--- src/abge_pkg.sv ---
// ----------------------------------------------------------------------------
// abge_pkg
// Shared constants, codes and types of the alphabet bit-group encoder.
// ----------------------------------------------------------------------------
package abge_pkg;

	localparam int ALPHABET_DEPTH    = 256;
	localparam int MAX_MESSAGE_BYTES = 1024;
	localparam int ADDR_W            = $clog2(ALPHABET_DEPTH);
	localparam int CHAR_W            = 8;
	localparam int K_W               = 4;
	localparam int MSG_W             = 11;
	localparam int BUF_W             = 15;
	localparam int HELD_W            = 4;
	localparam int SEEN_W            = 10;
	localparam int MAX_K             = 8;

	// Configuration register indexes.
	localparam logic REG_BITS_PER_SYMBOL = 1'b0;
	localparam logic REG_MESSAGE_BYTES   = 1'b1;

	// Input commands.
	localparam logic CMD_TABLE_WRITE = 1'b0;
	localparam logic CMD_DATA        = 1'b1;

	localparam logic [K_W-1:0]   BPS_RESET = K_W'(5);
	localparam logic [MSG_W-1:0] MSG_RESET = MSG_W'(16);

	// One character request from the group extractor to the output stage.
	typedef struct packed {
		logic             valid;
		logic [CHAR_W-1:0] value;
		logic             message_end;
		logic             run_last;
	} abge_issue_t;

	// Bits per character with out-of-range settings folded into 1..8.
	function automatic logic [K_W-1:0] sym_width(input logic [K_W-1:0] bps);
		logic [K_W-1:0] k;
		if (bps == '0) begin
			k = K_W'(1);
		end else if (bps > K_W'(MAX_K)) begin
			k = K_W'(MAX_K);
		end else begin
			k = bps;
		end
		return k;
	endfunction

	// Message length with out-of-range settings folded into 1..MAX_MESSAGE_BYTES.
	function automatic logic [MSG_W-1:0] msg_length(input logic [MSG_W-1:0] mb);
		logic [MSG_W-1:0] len;
		if (mb == '0) begin
			len = MSG_W'(1);
		end else if (mb > MSG_W'(MAX_MESSAGE_BYTES)) begin
			len = MSG_W'(MAX_MESSAGE_BYTES);
		end else begin
			len = mb;
		end
		return len;
	endfunction

endpackage

--- src/abge_ram.sv ---
// ----------------------------------------------------------------------------
// abge_ram
// Generic single-write, single-read RAM with a registered read port.
// ----------------------------------------------------------------------------
module abge_ram #(
	parameter int WIDTH = 8,
	parameter int DEPTH = 256
) (
	input  logic                     clk,
	input  logic                     we,
	input  logic [$clog2(DEPTH)-1:0] waddr,
	input  logic [WIDTH-1:0]         wdata,
	input  logic                     re,
	input  logic [$clog2(DEPTH)-1:0] raddr,
	output logic [WIDTH-1:0]         rdata
);

	logic [WIDTH-1:0] mem [DEPTH];

	// A read and a write to the same entry in one cycle return the old data.
	always_ff @(posedge clk) begin
		if (we) begin
			mem[waddr] <= wdata;
		end
		if (re) begin
			rdata <= mem[raddr];
		end
	end

endmodule

--- src/abge_emit.sv ---
// ----------------------------------------------------------------------------
// abge_emit
// Configuration registers, bit buffer and group extractor: while issue_ok
// is high, one k-bit group per cycle leaves the buffer as a table read.
// ----------------------------------------------------------------------------
module abge_emit
	import abge_pkg::*;
(
	input  logic              clk,
	input  logic              arst_n,
	input  logic              cfg_we,
	input  logic              cfg_index,
	input  logic [MSG_W-1:0]  cfg_data,
	input  logic              in_valid,
	input  logic              in_cmd,
	input  logic [7:0]        in_byte,
	output logic              in_ready,
	input  logic              issue_ok,
	output abge_issue_t       issue
);

	logic [K_W-1:0]    bps_q;
	logic [MSG_W-1:0]  msg_bytes_q;
	logic [BUF_W-1:0]  buf_q;
	logic [HELD_W-1:0] held_q;
	logic [SEEN_W-1:0] seen_q;
	logic              active_q;
	logic              last_q;

	logic [K_W-1:0]    k;
	logic [HELD_W-1:0] em_held;
	logic [BUF_W-1:0]  em_shift;
	logic [MAX_K:0]    sym_mask;
	logic [BUF_W:0]    keep_mask;
	logic              em_fire;
	logic              em_final;
	logic [BUF_W-1:0]  lo_buf;
	logic [HELD_W-1:0] lo_held;
	logic [BUF_W-1:0]  base_buf;
	logic [HELD_W-1:0] base_held;
	logic              accept_data;
	logic [SEEN_W:0]   seen_next;
	logic              last_next;

	always_comb begin
		k         = sym_width(bps_q);
		em_held   = held_q - HELD_W'(k);
		em_shift  = buf_q >> em_held;
		sym_mask  = ((MAX_K+1)'(1) << k) - (MAX_K+1)'(1);
		keep_mask = ((BUF_W+1)'(1) << em_held) - (BUF_W+1)'(1);
		em_final  = em_held < HELD_W'(k);
		em_fire   = active_q && issue_ok;

		// What the buffer holds once the current byte's last group has gone.
		lo_buf    = last_q ? '0 : (buf_q & keep_mask[BUF_W-1:0]);
		lo_held   = last_q ? '0 : em_held;
		base_buf  = active_q ? lo_buf : buf_q;
		base_held = active_q ? lo_held : held_q;

		in_ready    = !active_q || (em_fire && em_final);
		accept_data = in_valid && in_ready && (in_cmd == CMD_DATA);

		seen_next = {1'b0, seen_q} + (SEEN_W+1)'(1);
		last_next = seen_next >= msg_length(msg_bytes_q);

		issue.valid       = em_fire;
		issue.value       = em_shift[CHAR_W-1:0] & sym_mask[CHAR_W-1:0];
		issue.run_last    = em_final;
		issue.message_end = em_final && last_q;
	end

	always_ff @(posedge clk or negedge arst_n) begin
		if (!arst_n) begin
			bps_q       <= BPS_RESET;
			msg_bytes_q <= MSG_RESET;
			buf_q       <= '0;
			held_q      <= '0;
			seen_q      <= '0;
			active_q    <= 1'b0;
			last_q      <= 1'b0;
		end else if (cfg_we) begin
			unique case (cfg_index)
				REG_BITS_PER_SYMBOL: bps_q       <= cfg_data[K_W-1:0];
				REG_MESSAGE_BYTES:   msg_bytes_q <= cfg_data;
				default:             ;
			endcase
			buf_q  <= '0;
			held_q <= '0;
			seen_q <= '0;
		end else if (accept_data) begin
			buf_q    <= {base_buf[BUF_W-9:0], in_byte};
			held_q   <= base_held + HELD_W'(8);
			active_q <= 1'b1;
			last_q   <= last_next;
			seen_q   <= last_next ? '0 : seen_next[SEEN_W-1:0];
		end else if (em_fire) begin
			if (em_final) begin
				active_q <= 1'b0;
				buf_q    <= lo_buf;
				held_q   <= lo_held;
			end else begin
				held_q <= em_held;
			end
		end
	end

`ifndef SYNTHESIS
	// Between bytes fewer than k bits remain in the buffer.
	a_idle_short : assert property (@(posedge clk) disable iff (!arst_n)
		!active_q |-> (held_q < HELD_W'(k)))
		else $error("leftover bits reach a full group while idle");

	// While a byte is in work at least one group is still owed.
	a_active_group : assert property (@(posedge clk) disable iff (!arst_n)
		active_q |-> (held_q >= HELD_W'(k)))
		else $error("extractor active with no group left");

	// A final group with no next byte or config write leaves the extractor idle.
	a_final_idle : assert property (@(posedge clk) disable iff (!arst_n)
		(em_fire && em_final && !accept_data) |=> !active_q)
		else $error("extractor stays busy after the final group");
`endif

endmodule

--- src/abge_out.sv ---
// ----------------------------------------------------------------------------
// abge_out
// Table read stage and output register for the character stream.
// ----------------------------------------------------------------------------
module abge_out
	import abge_pkg::*;
(
	input  logic              clk,
	input  logic              arst_n,
	input  abge_issue_t       issue,
	input  logic [CHAR_W-1:0] ram_rdata,
	output logic              issue_ok,
	output logic              out_valid,
	input  logic              out_ready,
	output logic [CHAR_W-1:0] out_char,
	output logic [CHAR_W-1:0] out_value,
	output logic              out_end,
	output logic              out_last
);

	logic              valid_s1;
	logic [CHAR_W-1:0] value_s1;
	logic              end_s1;
	logic              last_s1;
	logic              oob_s1;

	logic              out_valid_q;
	logic [CHAR_W-1:0] char_q;
	logic [CHAR_W-1:0] value_q;
	logic              end_q;
	logic              last_q;

	logic              adv_s1;

	// The read stage only moves when the output register frees, so the RAM
	// read data stays put while a request waits here.
	assign adv_s1   = !out_valid_q || out_ready;
	assign issue_ok = !valid_s1 || adv_s1;

	always_ff @(posedge clk or negedge arst_n) begin
		if (!arst_n) begin
			valid_s1    <= 1'b0;
			out_valid_q <= 1'b0;
		end else begin
			if (issue_ok) begin
				valid_s1 <= issue.valid;
			end
			if (adv_s1) begin
				out_valid_q <= valid_s1;
			end
		end
	end

	always_ff @(posedge clk) begin
		if (issue_ok && issue.valid) begin
			value_s1 <= issue.value;
			end_s1   <= issue.message_end;
			last_s1  <= issue.run_last;
			oob_s1   <= int'(issue.value) >= ALPHABET_DEPTH;
		end
		if (adv_s1 && valid_s1) begin
			char_q  <= oob_s1 ? '0 : ram_rdata;
			value_q <= value_s1;
			end_q   <= end_s1;
			last_q  <= last_s1;
		end
	end

	assign out_valid = out_valid_q;
	assign out_char  = char_q;
	assign out_value = value_q;
	assign out_end   = end_q;
	assign out_last  = last_q;

`ifndef SYNTHESIS
	// A request held in the read stage keeps its group value.
	a_s1_hold : assert property (@(posedge clk) disable iff (!arst_n)
		(valid_s1 && !adv_s1) |=> (valid_s1 && $stable(value_s1)))
		else $error("read stage lost a waiting request");

	// No table read is issued while the read stage is blocked.
	a_no_issue_blocked : assert property (@(posedge clk) disable iff (!arst_n)
		(valid_s1 && !adv_s1) |-> !issue_ok)
		else $error("table read issued into a blocked stage");

	// The last group of a message is also the last group of its byte.
	a_end_is_last : assert property (@(posedge clk) disable iff (!arst_n)
		(out_valid_q && end_q) |-> last_q)
		else $error("message end without run end");
`endif

endmodule

--- src/alphabet_bit_group_encoder_core.sv ---
// Throughput: one character per cycle while requests keep up and m_axis_tready is high;
// a data byte yields floor((held + 8) / k) characters, so 1 to 2 for k of 4 or more and
// up to 8 for k = 1. The next request can be taken as a byte's final group issues.
// The single alphabet RAM read port sets the one-per-cycle pace.
// Reset (arst_n low, asynchronous): k = 5, message length 16, bit buffer and byte count
// cleared; the alphabet RAM is not cleared and must be loaded before use.
// ----------------------------------------------------------------------------
// alphabet_bit_group_encoder_core
// Encodes a byte stream into alphabet characters, k bits per character.
// ----------------------------------------------------------------------------
module alphabet_bit_group_encoder_core
	import abge_pkg::*;
(
	input  logic              clk,
	input  logic              arst_n,
	// Configuration write port
	input  logic              cfg_we,
	input  logic              cfg_index,
	input  logic [MSG_W-1:0]  cfg_data,
	// Request stream in
	input  logic              s_axis_tvalid,
	output logic              s_axis_tready,
	input  logic [23:0]       s_axis_tdata,   // table_index, table_char, data_byte
	input  logic              s_axis_tuser,   // cmd
	// Character stream out
	output logic              m_axis_tvalid,
	input  logic              m_axis_tready,
	output logic [15:0]       m_axis_tdata,   // symbol_char, symbol_value
	output logic              m_axis_tlast,   // message_end
	output logic              m_axis_tuser    // run_last
);

	abge_issue_t       issue;
	logic              issue_ok;
	logic [CHAR_W-1:0] ram_rdata;
	logic              tbl_we;
	logic [7:0]        tbl_index;

	assign tbl_index = s_axis_tdata[7:0];
	assign tbl_we    = s_axis_tvalid && s_axis_tready && (s_axis_tuser == CMD_TABLE_WRITE)
	                   && (int'(tbl_index) < ALPHABET_DEPTH);

	abge_emit u_emit (
		.clk       (clk),
		.arst_n    (arst_n),
		.cfg_we    (cfg_we),
		.cfg_index (cfg_index),
		.cfg_data  (cfg_data),
		.in_valid  (s_axis_tvalid),
		.in_cmd    (s_axis_tuser),
		.in_byte   (s_axis_tdata[23:16]),
		.in_ready  (s_axis_tready),
		.issue_ok  (issue_ok),
		.issue     (issue)
	);

	abge_ram #(
		.WIDTH (CHAR_W),
		.DEPTH (ALPHABET_DEPTH)
	) u_alphabet (
		.clk   (clk),
		.we    (tbl_we),
		.waddr (tbl_index[ADDR_W-1:0]),
		.wdata (s_axis_tdata[15:8]),
		.re    (issue.valid),
		.raddr (issue.value[ADDR_W-1:0]),
		.rdata (ram_rdata)
	);

	abge_out u_out (
		.clk       (clk),
		.arst_n    (arst_n),
		.issue     (issue),
		.ram_rdata (ram_rdata),
		.issue_ok  (issue_ok),
		.out_valid (m_axis_tvalid),
		.out_ready (m_axis_tready),
		.out_char  (m_axis_tdata[7:0]),
		.out_value (m_axis_tdata[15:8]),
		.out_end   (m_axis_tlast),
		.out_last  (m_axis_tuser)
	);

endmodule

--- config.mk ---
export PLATFORM = sky130hd
export DESIGN_NAME = alphabet_bit_group_encoder_core
export DESIGN_NICKNAME = d
export VERILOG_FILES = /design/src/abge_pkg.sv /design/src/abge_ram.sv /design/src/abge_emit.sv /design/src/abge_out.sv /design/src/alphabet_bit_group_encoder_core.sv
export SDC_FILE = /design/constraint.sdc
export NUM_CORES = 2
export LEC_CHECK = 0
export BUFFER_PORTS_ARGS = -buffer_cell sky130_fd_sc_hd__buf_2
export CORE_MARGIN = 2
export CORE_UTILIZATION = 63
export CTS_CLUSTER_DIAMETER = 200
export DETAILED_ROUTE_END_ITERATION = 16
export PLACE_DENSITY = 0.76
export SYNTH_ARGS = -nofsm -noshare
export SYNTH_HDL_FRONTEND = slang
export SYNTH_SLANG_ARGS = --single-unit
--- constraint.sdc ---
create_clock -name clk -period 5.41 [get_ports clk]
set_input_delay 0.541 -clock clk [delete_from_list [all_inputs] [get_ports clk]]
set_output_delay 0.541 -clock clk [all_outputs]
set_load 0.02 [all_outputs]
After elaboration in Yosys (flattened, before gate mapping)
Memories as Yosys holds them, arrays and structs flattened. A register that Yosys moved wholly into a read port is not among the register bits.
Index checks and enable logic that the tools add are counted.
W data, S select, Z words.
Operators by class
  add/sub/neg operators: 5
  order comparisons: 4
  shifts and indexed selects: 3
  multiplexer cells: 24
  bitwise operators: 5
  reduce and logical (&&, ||, !) cells: 26
Operators with widths (count)
  $mux W15: 5
  $mux W4: 8
  $mux W10: 3
  $mux W11: 2
  $and A15 B15 Y15: 1
  $shl A1 B4 Y15 const A: 1
  $shr A15 B4 Y8: 1
  $sub A15 B2 Y15 const B: 1
  $add A10 B1 Y11 const B: 1
  $ge A11 B11 Y1: 1
  $gt A11 B11 Y1 const B: 1
  $logic_not A11 Y1: 1
  $and A8 B8 Y8: 1
  $logic_and A1 B1 Y1: 8
  $reduce_and A2 Y1: 4
  $shl A1 B4 Y8 const A: 1
  $sub A8 B2 Y8 const B: 1
  $mux W7: 1
  $reduce_bool A2 Y1: 3
  $reduce_bool A3 Y1: 2
  $mux W1: 5
  $add A4 B4 Y4 const B: 1
  $gt A4 B4 Y1 const B: 1
  $logic_not A4 Y1: 1
  6 further kinds: 12
Word-level totals
  bits in registers: 76
  bits in writable memories: 2048
  output and inout bits: 20
  logic and storage cells: 84
  memories kept: 1
Memories
  u_alphabet.mem: depth 256, bits a word 8, rd ports 1, clocked after Yosys merged registers in 1, write ports 1, RTL line abge_ram.sv:18  | logic [WIDTH-1:0] mem [DEPTH];

Depth between registers and ports, before layout
  word-level depth: 12
  gate-level depth with buffers: 23
  gate-level depth less buffers: 19

Hierarchy
From an unflattened synthesis, not the netlist that was laid out.
Second synthesis, totals
  cell total of the unflattened synthesis: 4183
  area, all modules: 84263.3 µm²
Modules (own cells, without submodules)
  abge_ram: times used 1, cells an instance 3733, area each 79636.4 µm², sequential area each 61739.2 µm²
  abge_emit: times used 1, cells an instance 413, area each 3673.5 µm², sequential area each 1154.9 µm²
  abge_out: times used 1, cells an instance 36, area each 944.7 µm², sequential area each 890.9 µm²
  alphabet_bit_group_encoder_core: times used 1, cells an instance 1, area each 8.8 µm², sequential area each 0.0 µm²

Least setup slack after synthesis
OpenSTA, ideal clock, no wires.
  path type: register -> register
  start: register u_emit.bps_q[3]
  end: memory u_alphabet.mem[180][0] (enable)
  setup time: 370 ps
  arrival time: 4672 ps
  required time: 5040 ps
  path slack: 368 ps
  stages on the path, launching flop included: 22
  path buffers: 6
  clock period less this slack: 5042 ps
  cell sequence: dfrtp_1 buf_2 nor2b_1 inv_1 ha_1 buf_4 a21oi_2 and3_1 buf_4 nor2_2 inv_2 buf_2 buf_1 ha_1 a21oi_1 nand2_1 nand2_1 nand3b_1 nor3_1 nand3_1 clkbuf_1 nor2_1
RTL lines
  start, declared: RTL line abge_emit.sv:22  | logic [K_W-1:0] bps_q;
  start signal, assigned: RTL line abge_emit.sv:83  | REG_BITS_PER_SYMBOL: bps_q <= cfg_data[K_W-1:0];
  end, declared: RTL line abge_ram.sv:18

Worst setup path after layout
  start: register u_emit.bps_q[2]
  end: register u_alphabet.rdata[6] (read register of u_alphabet.mem), data pin
On the way
  word-level cells in the longest chain between the ends: 6
Ends and longest elaborated chain
  $gt A4 B4 Y1: RTL line abge_pkg.sv:42  | end else if (bps > K_W'(MAX_K)) begin
  $mux W4: RTL line abge_pkg.sv:42
  $mux W4 (*): RTL line abge_pkg.sv:40  | if (bps == '0) begin
  $sub A4 B4 Y4 or $shl A1 B4 Y8 (tied branches): RTL line abge_emit.sv:47, abge_emit.sv:49
  $shr A15 B4 Y8 or $sub A8 B2 Y8 (tied branches): RTL line abge_emit.sv:48, abge_emit.sv:49
  $and A8 B8 Y8 (*): RTL line abge_emit.sv:67  | issue.value = em_shift[CHAR_W-1:0] & sym_mask[CHAR_W-1:0];
  end, declared: RTL line abge_ram.sv:15  | output logic [WIDTH-1:0] rdata
Mark *: on every way between the ends. The rest lies on a longest branch, timed or not.
A chain may end at the register's enable or synchronous reset.

==> metrics.txt <==
Total Wirelength=between 200,000 and 300,000 um; Main synth FF type=edfxtp_1; RSZ-0062 raised after global routing=true; reg-to-reg startpoint=u_emit.bps_q[2]$_DFFE_PN1P_; Total GRT Usage=0.350; CP Class=reg -> reg; switching share of power=0.374; GPL Wtd Cong=roughly 0.93; pre-CTS setup slack=-363 ps; # setup viols final=0; crit-path max FO=31; EDFF count, synth=between 2,000 and 2,500; TritonCTS clock tree=built; fin. max-slew vios=0; endpoints failing hold=0; IO Pins=62; placed cell count=about 8,300; syn nets=approximately 6,400; Worst setup SP type=flip-flop; vias in the first global route=~56,000; cts bufs inserted=~200; first-pass GRT wire length=approximately 360,000 um; placed cell area=around 93,000 um2; Final period util=0.991; clock share of power=0.264; Slew HR=0.161; Yosys warnings=0; FF+latch count, synth=~2,100; most common cell after layout, fill and taps aside=edfxtp_1; Detail Placement HPWL=~150,000 um; pwr dens=approximately 550 nW/um2; Yosys cell types=93; VDD IR max=around 0.80 mV; Starting DRT DRC Count=a little over 10,000; clk_skew=approximately 37 ps; initial antenna violation count=19; Vert. Die Dim=about 380 um; hold path start=cfg_index; Worst-Margin Slew=1260 ps; Hold WC Path Type=in -> reg; combinational cell fraction of total power=0.401; R2R cell count=21; Max-Cap Viols=0; cell area after synthesis=87,300 um2; Starting Density=0.635; Final ANT Viol Nets=0; Tot Pwr=55.7 mW; # DRC=0; worst path arrival time=approximately 6000 ps; internal power=roughly 35 mW; design area=102,000 um2; Cell Rows=around 140; CTS Sinks=2,132; final hold slack=84.0 ps; Crit. End Element=flip-flop; Seq/Total Area, Yosys=0.731; Max Root-Sink Buffers=3; CP required=6070 ps; Overflow after GRT=0; Vias/cell=roughly 6.8; P_leak=roughly 34 nW; minimum clock period=approximately 5400 ps; P&R area growth vs syn=16.6%; Die ar.=roughly 140,000 um2; most frequent cells in the layout=edfxtp_1 (2,084), nand2_1 (1,302), buf_4 (547); I/O Buffers=between 60 and 70; Peak Freq=about 190 MHz; Worst Hold Path EP=u_emit.bps_q[3]$_DFFE_PN0P_; ys async rst share=0.0225; layout cells sized above 1=0.174; post-route setup slack=roughly 51 ps; Cell Count, Final, Fillers Out=slightly below 9,000; outcome=finished, final reports clean; worst r2r dst=u_alphabet.rdata[6]$_DFFE_PP_; Core ar.=roughly 140,000 um2; via count=59,865; CTS root buf=clkbuf_16; first-pass detailed-route iteration total=8; routed length per instance=slightly below 30 um; Mapped Cells=6,330; largest net degree at the start of global routing=approximately 170; flop2flop setup slack=between 50 and 60 ps; worst skew pair latency=840 ps; Sw Pwr=about 21 mW; nets=6,883; WHS Path Cells=3; syn_area_per_cell=13.8 um2; Sequential Power Share=0.335; Die W=around 380 um; H-tree Lvls=4; clock transition at the registers of the reported paths=60 ps
## stage by stage
step / utilization / setup TNS (ps)
2_1_floorplan: - / 0
3_3_place_gp: 0.676 / -1170
3_5_place_dp: 0.676 / -1910
4_1_cts: 0.732 / -5.57
5_1_grt: 0.740 / -51.1
6_report: 0.740 / 0
## Yosys cell counts (46+ instances only)
| cell | instances | area (um2) |
|---|---|---|
| a311oi_1 | 56 | 490 |
| a21oi_1 | 278 | 1390 |
| mux2_2 | 59 | 664 |
| a32oi_1 | 142 | 1240 |
| o21ai_0 | 92 | 460 |
| nor2_1 | 311 | 1170 |
| nor3_1 | 52 | 260 |
| buf_2 | 197 | 986 |
| nand2_1 | 1308 | 4910 |
| clkbuf_1 | 163 | 612 |
| nand3_1 | 243 | 1220 |
| o211ai_1 | 46 | 345 |
| o22ai_1 | 79 | 494 |
| and3_1 | 111 | 694 |
| nand4_1 | 115 | 719 |
| edfxtp_1 | 2084 | 62600 |
| a211oi_1 | 165 | 1240 |
| mux2i_1 | 160 | 1600 |
| a31oi_1 | 79 | 494 |
| inv_1 | 53 | 199 |
## state kept, by name, indices dropped and copies added (netlist names), 4 cells and up
signal / cells
u_alphabet.mem: 2048
u_alphabet.rdata: 8
u_emit.bps_q: 4
u_emit.buf_q: 15
u_emit.held_q: 4
u_emit.msg_bytes_q: 11
u_emit.seen_q: 10
u_out.out_char: 8
u_out.out_value: 8
u_out.value_s1: 8
## power groups by stage
stage,logic (mW),registers [mW],clock network [mW]
floorplan,11.8,18.9,0
global placement,18.8,19.0,0
detailed placement,19.2,19.0,0
CTS,20.3,18.7,14.7
global route,23.2,18.7,15.4
finish,22.3,18.7,14.7
## layout make-up
cell class / count / area [um2]
fillers: 8185 / 35700
multi-input cells: 3691 / 21800
repair inverters: 1 / 8.76
well taps: 1794 / 2240
clock buffers: 236 / 5320
clock inverters: 143 / 1570
flip-flops and latches: 2132 / 63800
repair buffers: 726 / 6770
inverters: 62 / 279
diodes: 8 / 20.0
## routing by layer
layer	global-route usage	vias to the layer above	part of all wire	wire, um
met5	0	-	0.00031	80
met4	0.145	14	0.048	12200
met3	0.0879	728	0.14	35000
met2	0.530	4550	0.45	116000
met1	0.492	29329	0.36	91800
li1	-	25244	-	-
## critical path, stage by stage (launching register included)
cell     delay, ps
dfstp_2        540
nor2_2          50
nor2_2         100
nor2_2          60
ha_2           180
fa_2           610
buf_12         150
mux2_4         320
mux4_2         460
and3_4         200
a21oi_4        180
buf_4          160
buf_12         110
inv_8           80
buf_12         190
buf_12         210
nand3_1        110
nand3_1        140
nand4_1        320
buf_4          210
nand4_1        360
nor4_2         380
## worst max-delay path by stage
stage / startpoint / to / cells past startpoint
2_1_floorplan: u_emit.bps_q[3]$_DFFE_PN0P_ / u_alphabet.mem[180][0]$_DFFE_PP_ / 21
3_3_place_gp: u_emit.bps_q[2]$_DFFE_PN1P_ / u_alphabet.rdata[5]$_DFFE_PP_ / 20
3_5_place_dp: u_emit.bps_q[2]$_DFFE_PN1P_ / u_alphabet.rdata[5]$_DFFE_PP_ / 20
4_1_cts: u_emit.bps_q[2]$_DFFE_PN1P_ / u_alphabet.rdata[4]$_DFFE_PP_ / 20
5_1_grt: u_emit.bps_q[2]$_DFFE_PN1P_ / u_alphabet.rdata[5]$_DFFE_PP_ / 20
6_report: u_emit.bps_q[2]$_DFFE_PN1P_ / u_alphabet.rdata[6]$_DFFE_PP_ / 21
## cell families (layout without fill, tap and decap cells)
| group | Yosys count | after routing | share of synthesized area |
|---|---|---|---|
| other | 1 | 9 | 0.0000430 |
| buffers and inverters | 507 | 1168 | 0.0274 |
| XOR/XNOR | 13 | 13 | 0.00148 |
| adder cells (fa/ha/maj) | 21 | 21 | 0.00310 |
| multiplexers | 233 | 233 | 0.0293 |
| AND/OR/NAND/NOR | 2230 | 2230 | 0.111 |
| AO/OA/AOI/OAI | 1193 | 1193 | 0.0968 |
| flip-flops | 2132 | 2132 | 0.731 |
## timing repair
action | in CTS | in global routing
gates cloned | 7 | 12
endpoints found under the hold margin | 69 | 0
resized for setup | 66 | 89
buffers inserted | 11 | 31
hold buffers | 21 | 0
pin swaps | 19 | 38
setup endpoints to repair | 35 | 913
Power figures use the tool's default switching activity.
